`config.mk`:
```
export PLATFORM = sky130hd
export DESIGN_NAME = ctc_greedy_decoder
export DESIGN_NICKNAME = d
export VERILOG_FILES = /design/src/hdl/ctc_pkg.sv /design/src/hdl/ctc_queue.sv /design/src/hdl/ctc_div.sv /design/src/hdl/ctc_front.sv /design/src/hdl/ctc_back.sv /design/src/hdl/ctc_greedy_decoder.sv
export SDC_FILE = /design/constraint.sdc
export NUM_CORES = 1
export LEC_CHECK = 0
export BUFFER_PORTS_ARGS = -buffer_cell sky130_fd_sc_hd__buf_2
export CORE_UTILIZATION = 40
export DETAILED_ROUTE_END_ITERATION = 12
export GPL_ROUTABILITY_DRIVEN = 0
export PLACE_DENSITY = 0.54
export SETUP_SLACK_MARGIN = 0.4
export SYNTH_ARGS = -nofsm -noshare
export SYNTH_HDL_FRONTEND = slang
export SYNTH_HIERARCHICAL = 1
export SYNTH_SLANG_ARGS = --single-unit
```
`constraint.sdc`:
```
create_clock -name clk -period 5.5 [get_ports clk]
set_input_delay 0 -clock clk [delete_from_list [all_inputs] [get_ports clk]]
set_output_delay 0 -clock clk [all_outputs]
set_load 0.005 [all_outputs]
```
`src/hdl/ctc_pkg.sv`:
```
package ctc_pkg;

  localparam int MAX_CLASSES = 16384;
  localparam int MAX_STEPS   = 1024;

  localparam int PROB_W  = 17;
  localparam int LABEL_W = 14;
  localparam int CHAR_W  = 15;
  localparam int SUM_W   = 27;
  localparam int CLASS_W = $clog2(MAX_CLASSES);
  localparam int COUNT_W = $clog2(MAX_STEPS + 1);
  localparam int STEP_W  = $clog2(SUM_W);

  localparam int PROB_ONE   = 65536;
  localparam int CHAR_RESET = 16384;

  localparam int QUEUE_DEPTH = 4;
  localparam int QPTR_W      = $clog2(QUEUE_DEPTH);
  localparam int QCNT_W      = $clog2(QUEUE_DEPTH + 1);

  localparam logic KIND_LABEL = 1'b0;
  localparam logic KIND_MEAN  = 1'b1;

  typedef struct packed {
    logic [PROB_W-1:0] class_prob;
    logic              step_end;
    logic              sequence_end;
  } in_t;

  typedef struct packed {
    logic               result_kind;
    logic [LABEL_W-1:0] label_index;
    logic               has_character;
    logic [PROB_W-1:0]  mean_confidence;
    logic               last_result;
  } out_t;

  typedef struct packed {
    logic               has_label;
    logic [LABEL_W-1:0] label;
    logic               has_char;
    logic               seq_end;
    logic [SUM_W-1:0]   sum;
    logic [COUNT_W-1:0] count;
  } q_entry_t;

endpackage

```
`src/hdl/ctc_queue.sv`:
```
module ctc_queue
  import ctc_pkg::*;
(
  input  logic     clk,
  input  logic     rst,
  input  logic     push,
  input  logic     pop,
  input  q_entry_t wr_data,
  output q_entry_t rd_data,
  output logic     full,
  output logic     empty
);

  q_entry_t            slots [QUEUE_DEPTH];
  logic [QPTR_W-1:0]   head;
  logic [QPTR_W-1:0]   tail;
  logic [QCNT_W-1:0]   count;

  assign full    = count == QCNT_W'(QUEUE_DEPTH);
  assign empty   = count == '0;
  assign rd_data = slots[head];

  always_ff @(posedge clk) begin
    if (push) begin
      slots[tail] <= wr_data;
    end
  end

  always_ff @(posedge clk) begin
    if (rst) begin
      head  <= '0;
      tail  <= '0;
      count <= '0;
    end else begin
      if (push) begin
        tail <= tail + 1'b1;
      end
      if (pop) begin
        head <= head + 1'b1;
      end
      if (push && !pop) begin
        count <= count + 1'b1;
      end else if (pop && !push) begin
        count <= count - 1'b1;
      end
    end
  end

`ifndef SYNTHESIS
  a_no_overflow: assert property (@(posedge clk) disable iff (rst) push |-> !full)
    else $error("queue written while full");
  a_no_underflow: assert property (@(posedge clk) disable iff (rst) pop |-> !empty)
    else $error("queue read while empty");
  a_count_bound: assert property (@(posedge clk) disable iff (rst)
    count <= QCNT_W'(QUEUE_DEPTH))
    else $error("queue count out of range");
  a_count_up: assert property (@(posedge clk) disable iff (rst)
    (push && !pop) |=> count == QCNT_W'($past(count) + 1'b1))
    else $error("queue count did not advance");
`endif

endmodule

```
`src/hdl/ctc_div.sv`:
```
module ctc_div
  import ctc_pkg::*;
(
  input  logic               clk,
  input  logic               rst,
  input  logic               start,
  input  logic [SUM_W-1:0]   sum,
  input  logic [COUNT_W-1:0] count,
  output logic               done,
  output logic [PROB_W-1:0]  mean
);

  logic               busy;
  logic [STEP_W-1:0]  step;
  logic [SUM_W-1:0]   num;
  logic [COUNT_W-1:0] den;
  logic [COUNT_W-1:0] rem;
  logic [SUM_W-1:0]   quo;
  logic [COUNT_W:0]   trial;
  logic               ge;

  assign trial = {rem, num[SUM_W-1]};
  assign ge    = trial >= {1'b0, den};

  always_comb begin
    if (den == '0) begin
      mean = '0;
    end else if (quo > SUM_W'(PROB_ONE)) begin
      mean = PROB_W'(PROB_ONE);
    end else begin
      mean = quo[PROB_W-1:0];
    end
  end

  always_ff @(posedge clk) begin
    if (rst) begin
      busy <= 1'b0;
      done <= 1'b0;
    end else begin
      done <= 1'b0;
      if (start) begin
        busy <= 1'b1;
        step <= STEP_W'(SUM_W - 1);
        num  <= sum + SUM_W'(count >> 1);
        den  <= count;
        rem  <= '0;
        quo  <= '0;
      end else if (busy) begin
        rem  <= ge ? COUNT_W'(trial - {1'b0, den}) : trial[COUNT_W-1:0];
        num  <= num << 1;
        quo  <= {quo[SUM_W-2:0], ge};
        step <= step - 1'b1;
        if (step == '0) begin
          busy <= 1'b0;
          done <= 1'b1;
        end
      end
    end
  end

endmodule

```
`src/hdl/ctc_front.sv`:
```
module ctc_front
  import ctc_pkg::*;
(
  input  logic              clk,
  input  logic              rst,
  input  logic              in_valid,
  output logic              in_stall,
  input  in_t               in_data,
  input  logic              cfg_valid,
  output logic              cfg_ready,
  input  logic [CHAR_W-1:0] cfg_data,
  input  logic              q_full,
  output logic              q_push,
  output q_entry_t          q_data
);

  logic [CHAR_W-1:0]  char_count;
  logic [PROB_W-1:0]  best_prob;
  logic [CLASS_W-1:0] best_class;
  logic [CLASS_W-1:0] class_pos;
  logic [LABEL_W-1:0] prev_label;
  logic               prev_valid;
  logic [SUM_W-1:0]   sum;
  logic [COUNT_W-1:0] kept;

  logic               accept;
  logic [PROB_W-1:0]  prob_sat;
  logic               take;
  logic [PROB_W-1:0]  cur_prob;
  logic [CLASS_W-1:0] cur_class;
  logic [LABEL_W-1:0] label;
  logic               keep;
  logic               add;
  logic [SUM_W-1:0]   sum_next;
  logic [COUNT_W-1:0] kept_next;

  assign cfg_ready = 1'b1;
  assign in_stall  = q_full;
  assign accept    = in_valid && !in_stall;

  assign prob_sat  = (in_data.class_prob > PROB_W'(PROB_ONE)) ? PROB_W'(PROB_ONE)
                                                               : in_data.class_prob;
  assign take      = (class_pos == '0) || (prob_sat > best_prob);
  assign cur_prob  = take ? prob_sat : best_prob;
  assign cur_class = take ? class_pos : best_class;
  assign label     = LABEL_W'(cur_class);
  assign keep      = (label != '0) && !(prev_valid && (label == prev_label));
  assign add       = keep && (kept < COUNT_W'(MAX_STEPS));
  assign sum_next  = add ? sum + SUM_W'(cur_prob) : sum;
  assign kept_next = add ? kept + 1'b1 : kept;

  assign q_push = accept && in_data.step_end && (keep || in_data.sequence_end);

  always_comb begin
    q_data.has_label = keep;
    q_data.label     = label;
    q_data.has_char  = {1'b0, label} < char_count;
    q_data.seq_end   = in_data.sequence_end;
    q_data.sum       = sum_next;
    q_data.count     = kept_next;
  end

  always_ff @(posedge clk) begin
    if (rst) begin
      char_count <= CHAR_W'(CHAR_RESET);
    end else if (cfg_valid && cfg_ready) begin
      char_count <= cfg_data;
    end
  end

  always_ff @(posedge clk) begin
    if (rst) begin
      best_prob  <= '0;
      best_class <= '0;
      class_pos  <= '0;
      prev_label <= '0;
      prev_valid <= 1'b0;
      sum        <= '0;
      kept       <= '0;
    end else if (accept) begin
      if (!in_data.step_end) begin
        best_prob  <= cur_prob;
        best_class <= cur_class;
        if (class_pos < CLASS_W'(MAX_CLASSES - 1)) begin
          class_pos <= class_pos + 1'b1;
        end
      end else begin
        best_prob  <= '0;
        best_class <= '0;
        class_pos  <= '0;
        if (in_data.sequence_end) begin
          prev_label <= '0;
          prev_valid <= 1'b0;
          sum        <= '0;
          kept       <= '0;
        end else begin
          prev_label <= label;
          prev_valid <= 1'b1;
          sum        <= sum_next;
          kept       <= kept_next;
        end
      end
    end
  end

endmodule

```
`src/hdl/ctc_back.sv`:
```
module ctc_back
  import ctc_pkg::*;
(
  input  logic     clk,
  input  logic     rst,
  input  q_entry_t q_data,
  input  logic     q_empty,
  output logic     q_pop,
  output logic     out_valid,
  input  logic     out_stall,
  output out_t     out_data
);

  typedef enum logic [3:0] {
    S_IDLE  = 4'b0001,
    S_LABEL = 4'b0010,
    S_DIV   = 4'b0100,
    S_MEAN  = 4'b1000
  } state_t;

  state_t             state;
  q_entry_t           cur;
  logic               accepted;
  logic               div_start;
  logic               div_done;
  logic [SUM_W-1:0]   div_sum;
  logic [COUNT_W-1:0] div_count;
  logic [PROB_W-1:0]  div_mean;

  assign accepted = out_valid && !out_stall;

  assign q_pop = !q_empty && ((state == S_IDLE)
                              || ((state == S_LABEL) && accepted && !cur.seq_end)
                              || ((state == S_MEAN) && accepted));

  assign div_start = (q_pop && !q_data.has_label)
                     || ((state == S_LABEL) && accepted && cur.seq_end);
  assign div_sum   = q_pop ? q_data.sum : cur.sum;
  assign div_count = q_pop ? q_data.count : cur.count;

  ctc_div u_div (
    .clk   (clk),
    .rst   (rst),
    .start (div_start),
    .sum   (div_sum),
    .count (div_count),
    .done  (div_done),
    .mean  (div_mean)
  );

  always_ff @(posedge clk) begin
    if (rst) begin
      state     <= S_IDLE;
      out_valid <= 1'b0;
    end else if (q_pop) begin
      cur <= q_data;
      if (q_data.has_label) begin
        out_valid                <= 1'b1;
        out_data.result_kind     <= KIND_LABEL;
        out_data.label_index     <= q_data.label;
        out_data.has_character   <= q_data.has_char;
        out_data.mean_confidence <= '0;
        out_data.last_result     <= 1'b0;
        state                    <= S_LABEL;
      end else begin
        out_valid <= 1'b0;
        state     <= S_DIV;
      end
    end else begin
      case (state)
        S_IDLE: begin
          out_valid <= 1'b0;
        end
        S_LABEL: begin
          if (accepted) begin
            out_valid <= 1'b0;
            state     <= cur.seq_end ? S_DIV : S_IDLE;
          end
        end
        S_DIV: begin
          if (div_done) begin
            out_valid                <= 1'b1;
            out_data.result_kind     <= KIND_MEAN;
            out_data.label_index     <= '0;
            out_data.has_character   <= 1'b0;
            out_data.mean_confidence <= div_mean;
            out_data.last_result     <= 1'b1;
            state                    <= S_MEAN;
          end
        end
        S_MEAN: begin
          if (accepted) begin
            out_valid <= 1'b0;
            state     <= S_IDLE;
          end
        end
        default: begin
          out_valid <= 1'b0;
          state     <= S_IDLE;
        end
      endcase
    end
  end

endmodule

```
`src/hdl/ctc_greedy_decoder.sv`:
```
// CTC greedy best-path decoder.
// Input channel: in_valid / in_stall / in_data, one class probability per
// word, classes of a timestep in order; step_end closes a timestep and
// sequence_end (seen only with step_end) closes the sequence.
// Output channel: out_valid / out_stall / out_data. Each kept label gives a
// label word; each sequence end gives a mean-confidence word with
// last_result set.
// Configuration: cfg_valid / cfg_ready / cfg_data writes character_count;
// cfg_ready is always high. Write only while the block is idle.
// Throughput: one input word per cycle while the four-entry queue between
// the front and back halves has room. A label word leaves at most once per
// cycle; a label word passes through the queue and then the output register.
// The mean word is computed after the closing word by the bit-serial
// divider, one quotient bit per cycle.
// Reset (synchronous, rst high) empties the queue, clears all decoding
// state and sets character_count to 16384; no sweep follows.
// A stalled output word holds; the queue fills and in_stall rises once
// four entries wait.
module ctc_greedy_decoder
  import ctc_pkg::*;
(
  input  logic              clk,
  input  logic              rst,
  input  logic              in_valid,
  output logic              in_stall,
  input  in_t               in_data,
  output logic              out_valid,
  input  logic              out_stall,
  output out_t              out_data,
  input  logic              cfg_valid,
  output logic              cfg_ready,
  input  logic [CHAR_W-1:0] cfg_data
);

  logic     q_push;
  logic     q_pop;
  logic     q_full;
  logic     q_empty;
  q_entry_t q_wr;
  q_entry_t q_rd;

  ctc_front u_front (
    .clk       (clk),
    .rst       (rst),
    .in_valid  (in_valid),
    .in_stall  (in_stall),
    .in_data   (in_data),
    .cfg_valid (cfg_valid),
    .cfg_ready (cfg_ready),
    .cfg_data  (cfg_data),
    .q_full    (q_full),
    .q_push    (q_push),
    .q_data    (q_wr)
  );

  ctc_queue u_queue (
    .clk     (clk),
    .rst     (rst),
    .push    (q_push),
    .pop     (q_pop),
    .wr_data (q_wr),
    .rd_data (q_rd),
    .full    (q_full),
    .empty   (q_empty)
  );

  ctc_back u_back (
    .clk       (clk),
    .rst       (rst),
    .q_data    (q_rd),
    .q_empty   (q_empty),
    .q_pop     (q_pop),
    .out_valid (out_valid),
    .out_stall (out_stall),
    .out_data  (out_data)
  );

endmodule
```
# [Yosys cells after proc, flatten, opt, wreduce, memory -nomap -nowiden]
# Memory sizes are Yosys's and may differ from the RTL's. A register that Yosys moved wholly into a read port is not among the register bits.
# Index checks and enable logic that the tools add are counted.
[word_totals] n_memories=1 word_cells=157 out_inout_bits=37 ram_bits=220 ff_bits=281 in_bits=39
[memory_table] memory="u_queue.slots" words=4 word_bits=55 rd=1 rd_clocked_by_memory_dff=1 wr=1 line="ctc_queue.sv:14" source="q_entry_t slots [QUEUE_DEPTH];"
[classes] add_sub_neg=10 n_mux=49 order_cmp=7 eq_ne=12 bitwise_logic=2 n_reduce_logical=48
[op_table] cell="two-way mux 27 bit" count=6
[op_table] cell="two-way mux 34 bit" count=4
[op_table] cell="two-way mux 17 bit" count=5
[op_table] cell="two-way mux 14 bit" count=5
[op_table] cell="two-way mux 11 bit" count=5
[op_table] cell="adder 27 x 10 -> 27 bit" count=1
[op_table] cell="adder 27 x 17 -> 27 bit" count=1
[op_table] cell="greater-than comparator 27 x 17 -> 1 bit (second input constant)" count=1
[op_table] cell="greater-than comparator 17 bit" count=1
[op_table] cell="greater-than comparator 17 bit (second input constant)" count=1
[op_table] cell="two-way mux 4 bit" count=4
[op_table] cell="one-hot mux 4 bit (4 select lines)" count=1
[op_table] cell="logical AND 1 bit" count=15
[op_table] cell="less-than comparator 14 x 15 -> 1 bit" count=1
[op_table] cell="adder 14 x 1 -> 14 bit (second input constant)" count=1
[op_table] cell="equality test 14 bit" count=1
[op_table] cell="zero test 14 bit" count=1
[op_table] cell="less-than comparator 14 bit (second input constant)" count=1
[op_table] cell="nonzero test 14 bit" count=1
[op_table] cell=">= comparator 12 x 11 -> 1 bit" count=1
[op_table] cell="two-way mux 3 bit" count=4
[op_table] cell="AND reduction 2 bit" count=6
[op_table] cell="adder 11 x 1 -> 11 bit (second input constant)" count=1
[op_table] cell="zero test 11 bit" count=1
[op_table] cell="other kinds (27)" count=59

# [Depth between registers and ports, before layout]
[depth] ltp_word=15 depth_mapped=28

# [By module]
# The synthesis kept the hierarchy.
[by_module_without_submodules] mod="ctc_queue" seq_area_each_um2=6786.5 area_per_inst_um2=8434.3 cells_each=331 instances=1
[by_module_without_submodules] mod="ctc_front" seq_area_each_um2=2262.2 area_per_inst_um2=7302.0 cells_each=902 instances=1
[by_module_without_submodules] mod="ctc_div" seq_area_each_um2=2472.4 area_per_inst_um2=4895.9 cells_each=451 instances=1
[by_module_without_submodules] mod="ctc_back" seq_area_each_um2=2262.2 area_per_inst_um2=3326.9 cells_each=206 instances=1

# [Least setup slack after synthesis]
# Ideal clock, no wire load.
[synth_path] kind="input port to flip-flop" start="input port in_data[5] (netlist name)" end="memory u_queue/slots[0][36] (netlist name), data pin" arrival_time_ns=5.314 required_ns=5.228 setup_ns=0.272 n_path_buf=4 slack_ns=-0.086 path_stages=26 path_cell_list="nor4_1 nand4_1 nand2_1 clkbuf_1 and2_1 ha_1 a211oi_1 nor2_1 a211o_1 o21a_1 buf_2 nor2_1 clkbuf_1 mux2_2 ha_1 or3_1 or2_2 o2111ai_1 a21boi_1 o22ai_1 o21ai_0 a311oi_2 nand4bb_1 buf_2 nor2_1 xor2_1"
[synth_rtl] element="start, declared" line="ctc_greedy_decoder.sv:26" source="input in_t in_data,"
[synth_rtl] element="end, declared" line="ctc_queue.sv:14"

# [Worst setup path after layout]
[layout_path] start="register u_front.best_prob[2]" end="register u_front.sum[25]"
[layout_via] elab_chain_len=10
[layout_lines] element="start, declared" line="ctc_front.sv:18" source="logic [PROB_W-1:0] best_prob;"
[layout_lines] element="start signal, assigned" line="ctc_front.sv:82" source="best_prob <= cur_prob;"
[layout_lines] element="parallel branches: the longest is 8 deep, another holds adder 27 x 17 -> 27 bit"
[layout_lines] element="two-way mux 27 bit *" line="ctc_front.sv:49" source="assign sum_next = add ? sum + SUM_W'(cur_prob) : sum;"
[layout_lines] element="two-way mux 27 bit *" line="ctc_front.sv:91" source="if (in_data.sequence_end) begin"
[layout_lines] element="end signal, assigned" line="ctc_front.sv:99" source="sum <= sum_next;"
[layout_lines] element="end, declared" line="ctc_front.sv:23" source="logic [SUM_W-1:0] sum;"
# Every way passes the cells marked *.
# A chain may end at the register's enable or synchronous reset.

==> results.json <==
{
  "yosysWarningCount": 6,
  "cts_tree": "yes",
  "cts_root_buffer": "sky130_fd_sc_hd__clkbuf_16",
  "yosysUniqueCellTypes": 100,
  "worst_setup_hold_path_clk_slew_ns": 0.06,
  "post_synthesis_cell_area_um2": 24000,
  "power-per-cell-area_nw_per_um2": 479,
  "run_status": "finished clean",
  "finalWirelength_mm": 52.7,
  "vias_per_cell": 5.30,
  "crit_slowest_cell": "sky130_fd_sc_hd__or4_1",
  "gr-usage-all-layers_pct": 17.4,
  "final_min_period_over_clock_period_pct": 89.3,
  "synth_enable_flop_cells": 373,
  "post_route_clock_skew_ns": 0.0208,
  "cts-root-to-sink-buffers": 3,
  "report.final.hold_viol_count": 0,
  "portion_of_netlist_area_occupied_by_mux_cells_pct": 9.52,
  "proportion_of_layout_cells_with_a_drive_suffix_above_1_pct": 19.4,
  "worst-setup-path-type": "flop to flop",
  "drt_initial_violations": 784,
  "numCtsBuffers": 55,
  "final_cell_mix": "373 x sky130_fd_sc_hd__edfxtp_1, 147 x sky130_fd_sc_hd__nor2_1, 132 x sky130_fd_sc_hd__nand2_1",
  "place_ws_ns": -0.0857,
  "synth_nets": 2010,
  "hold_path_class": "primary input to flop",
  "cap_viol_max_count": 0,
  "fin_hold_ws_ns": 0.0313,
  "fin_total_pwr_uw": 13300,
  "die_h_um": 247,
  "drv_slew": 0,
  "critical-path-top-delay-family": "compound AO/OA/AOI/OAI gates",
  "synth_compound_gate_area_share_pct": 9.10,
  "antenna_cells": 0,
  "clock.fmax_mhz": 204,
  "cp_cell_sequence": "inv_1 > ha_1 > a211oi_2 > o221ai_2 > a211o_1 > o21a_1 > nor2_4 > buf_4 > buf_6 > mux2_2 > ha_1 > o2111ai_4 > a21boi_2 > o22ai_2 > o21ai_2 > a311oi_2 > buf_4 > nand4bb_1 > buf_6 > or4_1 > nand3_1",
  "grt_max_degree": 71,
  "detail_route.wl_per_cell_um": 18.4,
  "cts_htree_levels": 2,
  "cp_data_required_time_ns": 6.05,
  "post_synth_inst_count": 1890,
  "i_o_pins": 76,
  "start_kind": "flop",
  "chipWidth_um": 247,
  "final_critical_path_setup_slack_ns": 0.590,
  "clock_sink_count": 502,
  "grt_pass1_wl_mm": 83.3,
  "grt_pass1_vias": 15300,
  "dp_hpwl_mm": 35.9,
  "worstSetupStartpoint": "u_front/best_prob[2]",
  "core-area_um2": 59100,
  "dp_cells": 2705,
  "synth_seq_cells": 502,
  "endpoint_class_of_the_critical_path": "flop",
  "overflow_left_after_global_routing": 0,
  "num_rows": 89,
  "postSynth.topFlopCell": "sky130_fd_sc_hd__edfxtp_1",
  "critPathMaxStageDelay_ns": 0.46,
  "post_layout_nonfiller_instances": 2868,
  "postSynth.asyncResetShare_pct": 0,
  "ant_nets": 0,
  "remaining_drc_errors": 0,
  "first_pass_iters": 5,
  "antenna_found_initial": 0,
  "synth_top_family_by_area": "simple AND/OR/NAND/NOR gates",
  "cellLeakagePower_uw": 0.0102,
  "crit_path_max_fanout": 22,
  "insertion_delay_ns": 0.61,
  "critPathBufInv": 5,
  "port-buffer-count": 74,
  "maxSlewHeadroom_pct": 23.3,
  "yosys.area_share.xor_xnor_pct": 3.40,
  "worstPathArrival_ns": 5.46,
  "postPlaceCellArea_um2": 25300,
  "layout.nets": 2169,
  "layout_commonest_cell": "sky130_fd_sc_hd__edfxtp_1",
  "fill_cells": 5306,
  "layout-area-overhead-vs-synth_pct": 16.1,
  "power.ir.vdd_worst_uv": 273,
  "fin_area_um2": 27800,
  "sequential_fraction_of_the_synthesis_area_pct": 57.5,
  "worst_hold_startpoint": "in_data[14]",
  "setup_viol_count_final": 0,
  "max_slew.worst_pin.slew_ns": 1.14,
  "grt_setup_unrepaired": "yes",
  "r2r-start": "u_front/best_prob[2]",
  "routed_vias": 15200,
  "yosys.area_share.simple_pct": 12.2,
  "finalCriticalPeriod_ns": 4.91,
  "per_instance_average_area_after_synthesis_um2": 12.7,
  "dieArea_um2": 60900,
  "synth_adder_area_share_pct": 4.36,
  "floorplan.initialDensity_pct": 40.5
}
==> through the flow <==
stage	TNS, ns	util, %
floorplan	0	-
global placement	0	42.8
detailed placement	-0.799	42.8
CTS	0	46.8
global route	0	47.0
finish	0	47.0
==> cells in the mapped netlist (all sizes together) (17+ instances only) <==
cell    count  area, um^2
edfxtp    373       11200
nor2      153         577
nand2     133         499
dfxtp     129        2580
inv        92         345
ha         77         963
and2       66         415
mux2       65         743
a21oi      62         325
o21ai      60         323
mux4       55        1260
xnor2      54         473
buf        49         405
clkbuf     40         153
xor2       39         342
nor2b      38         238
a22oi      34         269
and3       32         205
nand3      31         155
nor4       31         215
mux2i      28         280
nor3       22         115
a211oi     19         153
a22o       19         166
nand4      17         113
==> per-layer routing <==
layer / global-route usage [%] / vias up / wire length, um
li1: - / 7363 / -
met1: 22.6 / 7502 / 23600
met2: 29.0 / 245 / 25300
met3: 2.70 / 100 / 1880
met4: 6.95 / 0 / 1780
met5: 0 / - / 0
==> timing repair <==
| item | 4_1_cts | 5_1_grt |
|---|---|---|
| gates resized for setup | 5 | 20 |
| hold endpoints to repair | 60 | 0 |
| pin swaps | 7 | 11 |
| setup buffers | 4 | 7 |
| hold buffers | 48 | 0 |
| setup endpoints to repair | 41 | 48 |
==> tightest hold or removal path, stage by stage <==
cell	delay, ns
sky130_fd_sc_hd__buf_2	0.08
sky130_fd_sc_hd__and2_1	0.16
sky130_fd_sc_hd__mux2_2	0.20
sky130_fd_sc_hd__a22oi_1	0.07
sky130_fd_sc_hd__nor2_1	0.08
==> where the power goes <==
| group | internal (uW) | total (uW) | switching (uW) |
|---|---|---|---|
| combinational | 1850 | 4500 | 2650 |
| sequential | 4880 | 5130 | 256 |
| clock | 2160 | 3690 | 1530 |
| total | 8890 | 13300 | 4430 |
==> flip-flops by register name, indices dropped and copies added (netlist names), 14 cells and up, named ones only <==
signal,count
u_back/cur,39
u_back/out_data,33
u_back/u_div/num,27
u_back/u_div/quo,27
u_front/best_class,14
u_front/best_prob,17
u_front/char_count,15
u_front/class_pos,14
u_front/prev_label,14
u_front/sum,27
u_queue/slots,220
==> path summary, 6_finish.rpt <==
path	slack [ns]	end	cells past startpoint
worst max-delay path	0.59	u_front/sum[25]	21
worst min-delay path	0.03	u_front/best_prob[12]	5
worst max register to register	0.59	u_front/sum[25]	21
worst min register to register	0.47	u_front/prev_valid	2
==> final cells by class <==
class / count / area [um^2] / area share (%)
timing repair buffer: 193 / 1450 / 5.22
clock buffer: 74 / 1500 / 5.39
tap: 773 / 967 / 3.48
multi-input combinational: 1205 / 9440 / 33.9
clock inverter: 29 / 328 / 1.18
sequential: 502 / 13800 / 49.6
inverter: 92 / 345 / 1.24
==> cells by family (layout without fill, tap and decap cells) <==
family	Yosys count	after routing
AND/OR/NAND/NOR	576	576
XOR/XNOR	93	93
multiplexers	148	148
buffers and inverters	183	388
AO/OA/AOI/OAI	306	306
flip-flops	502	502
other	1	1
adder cells (fa/ha/maj)	81	81
(Power assumes the default switching activity.)
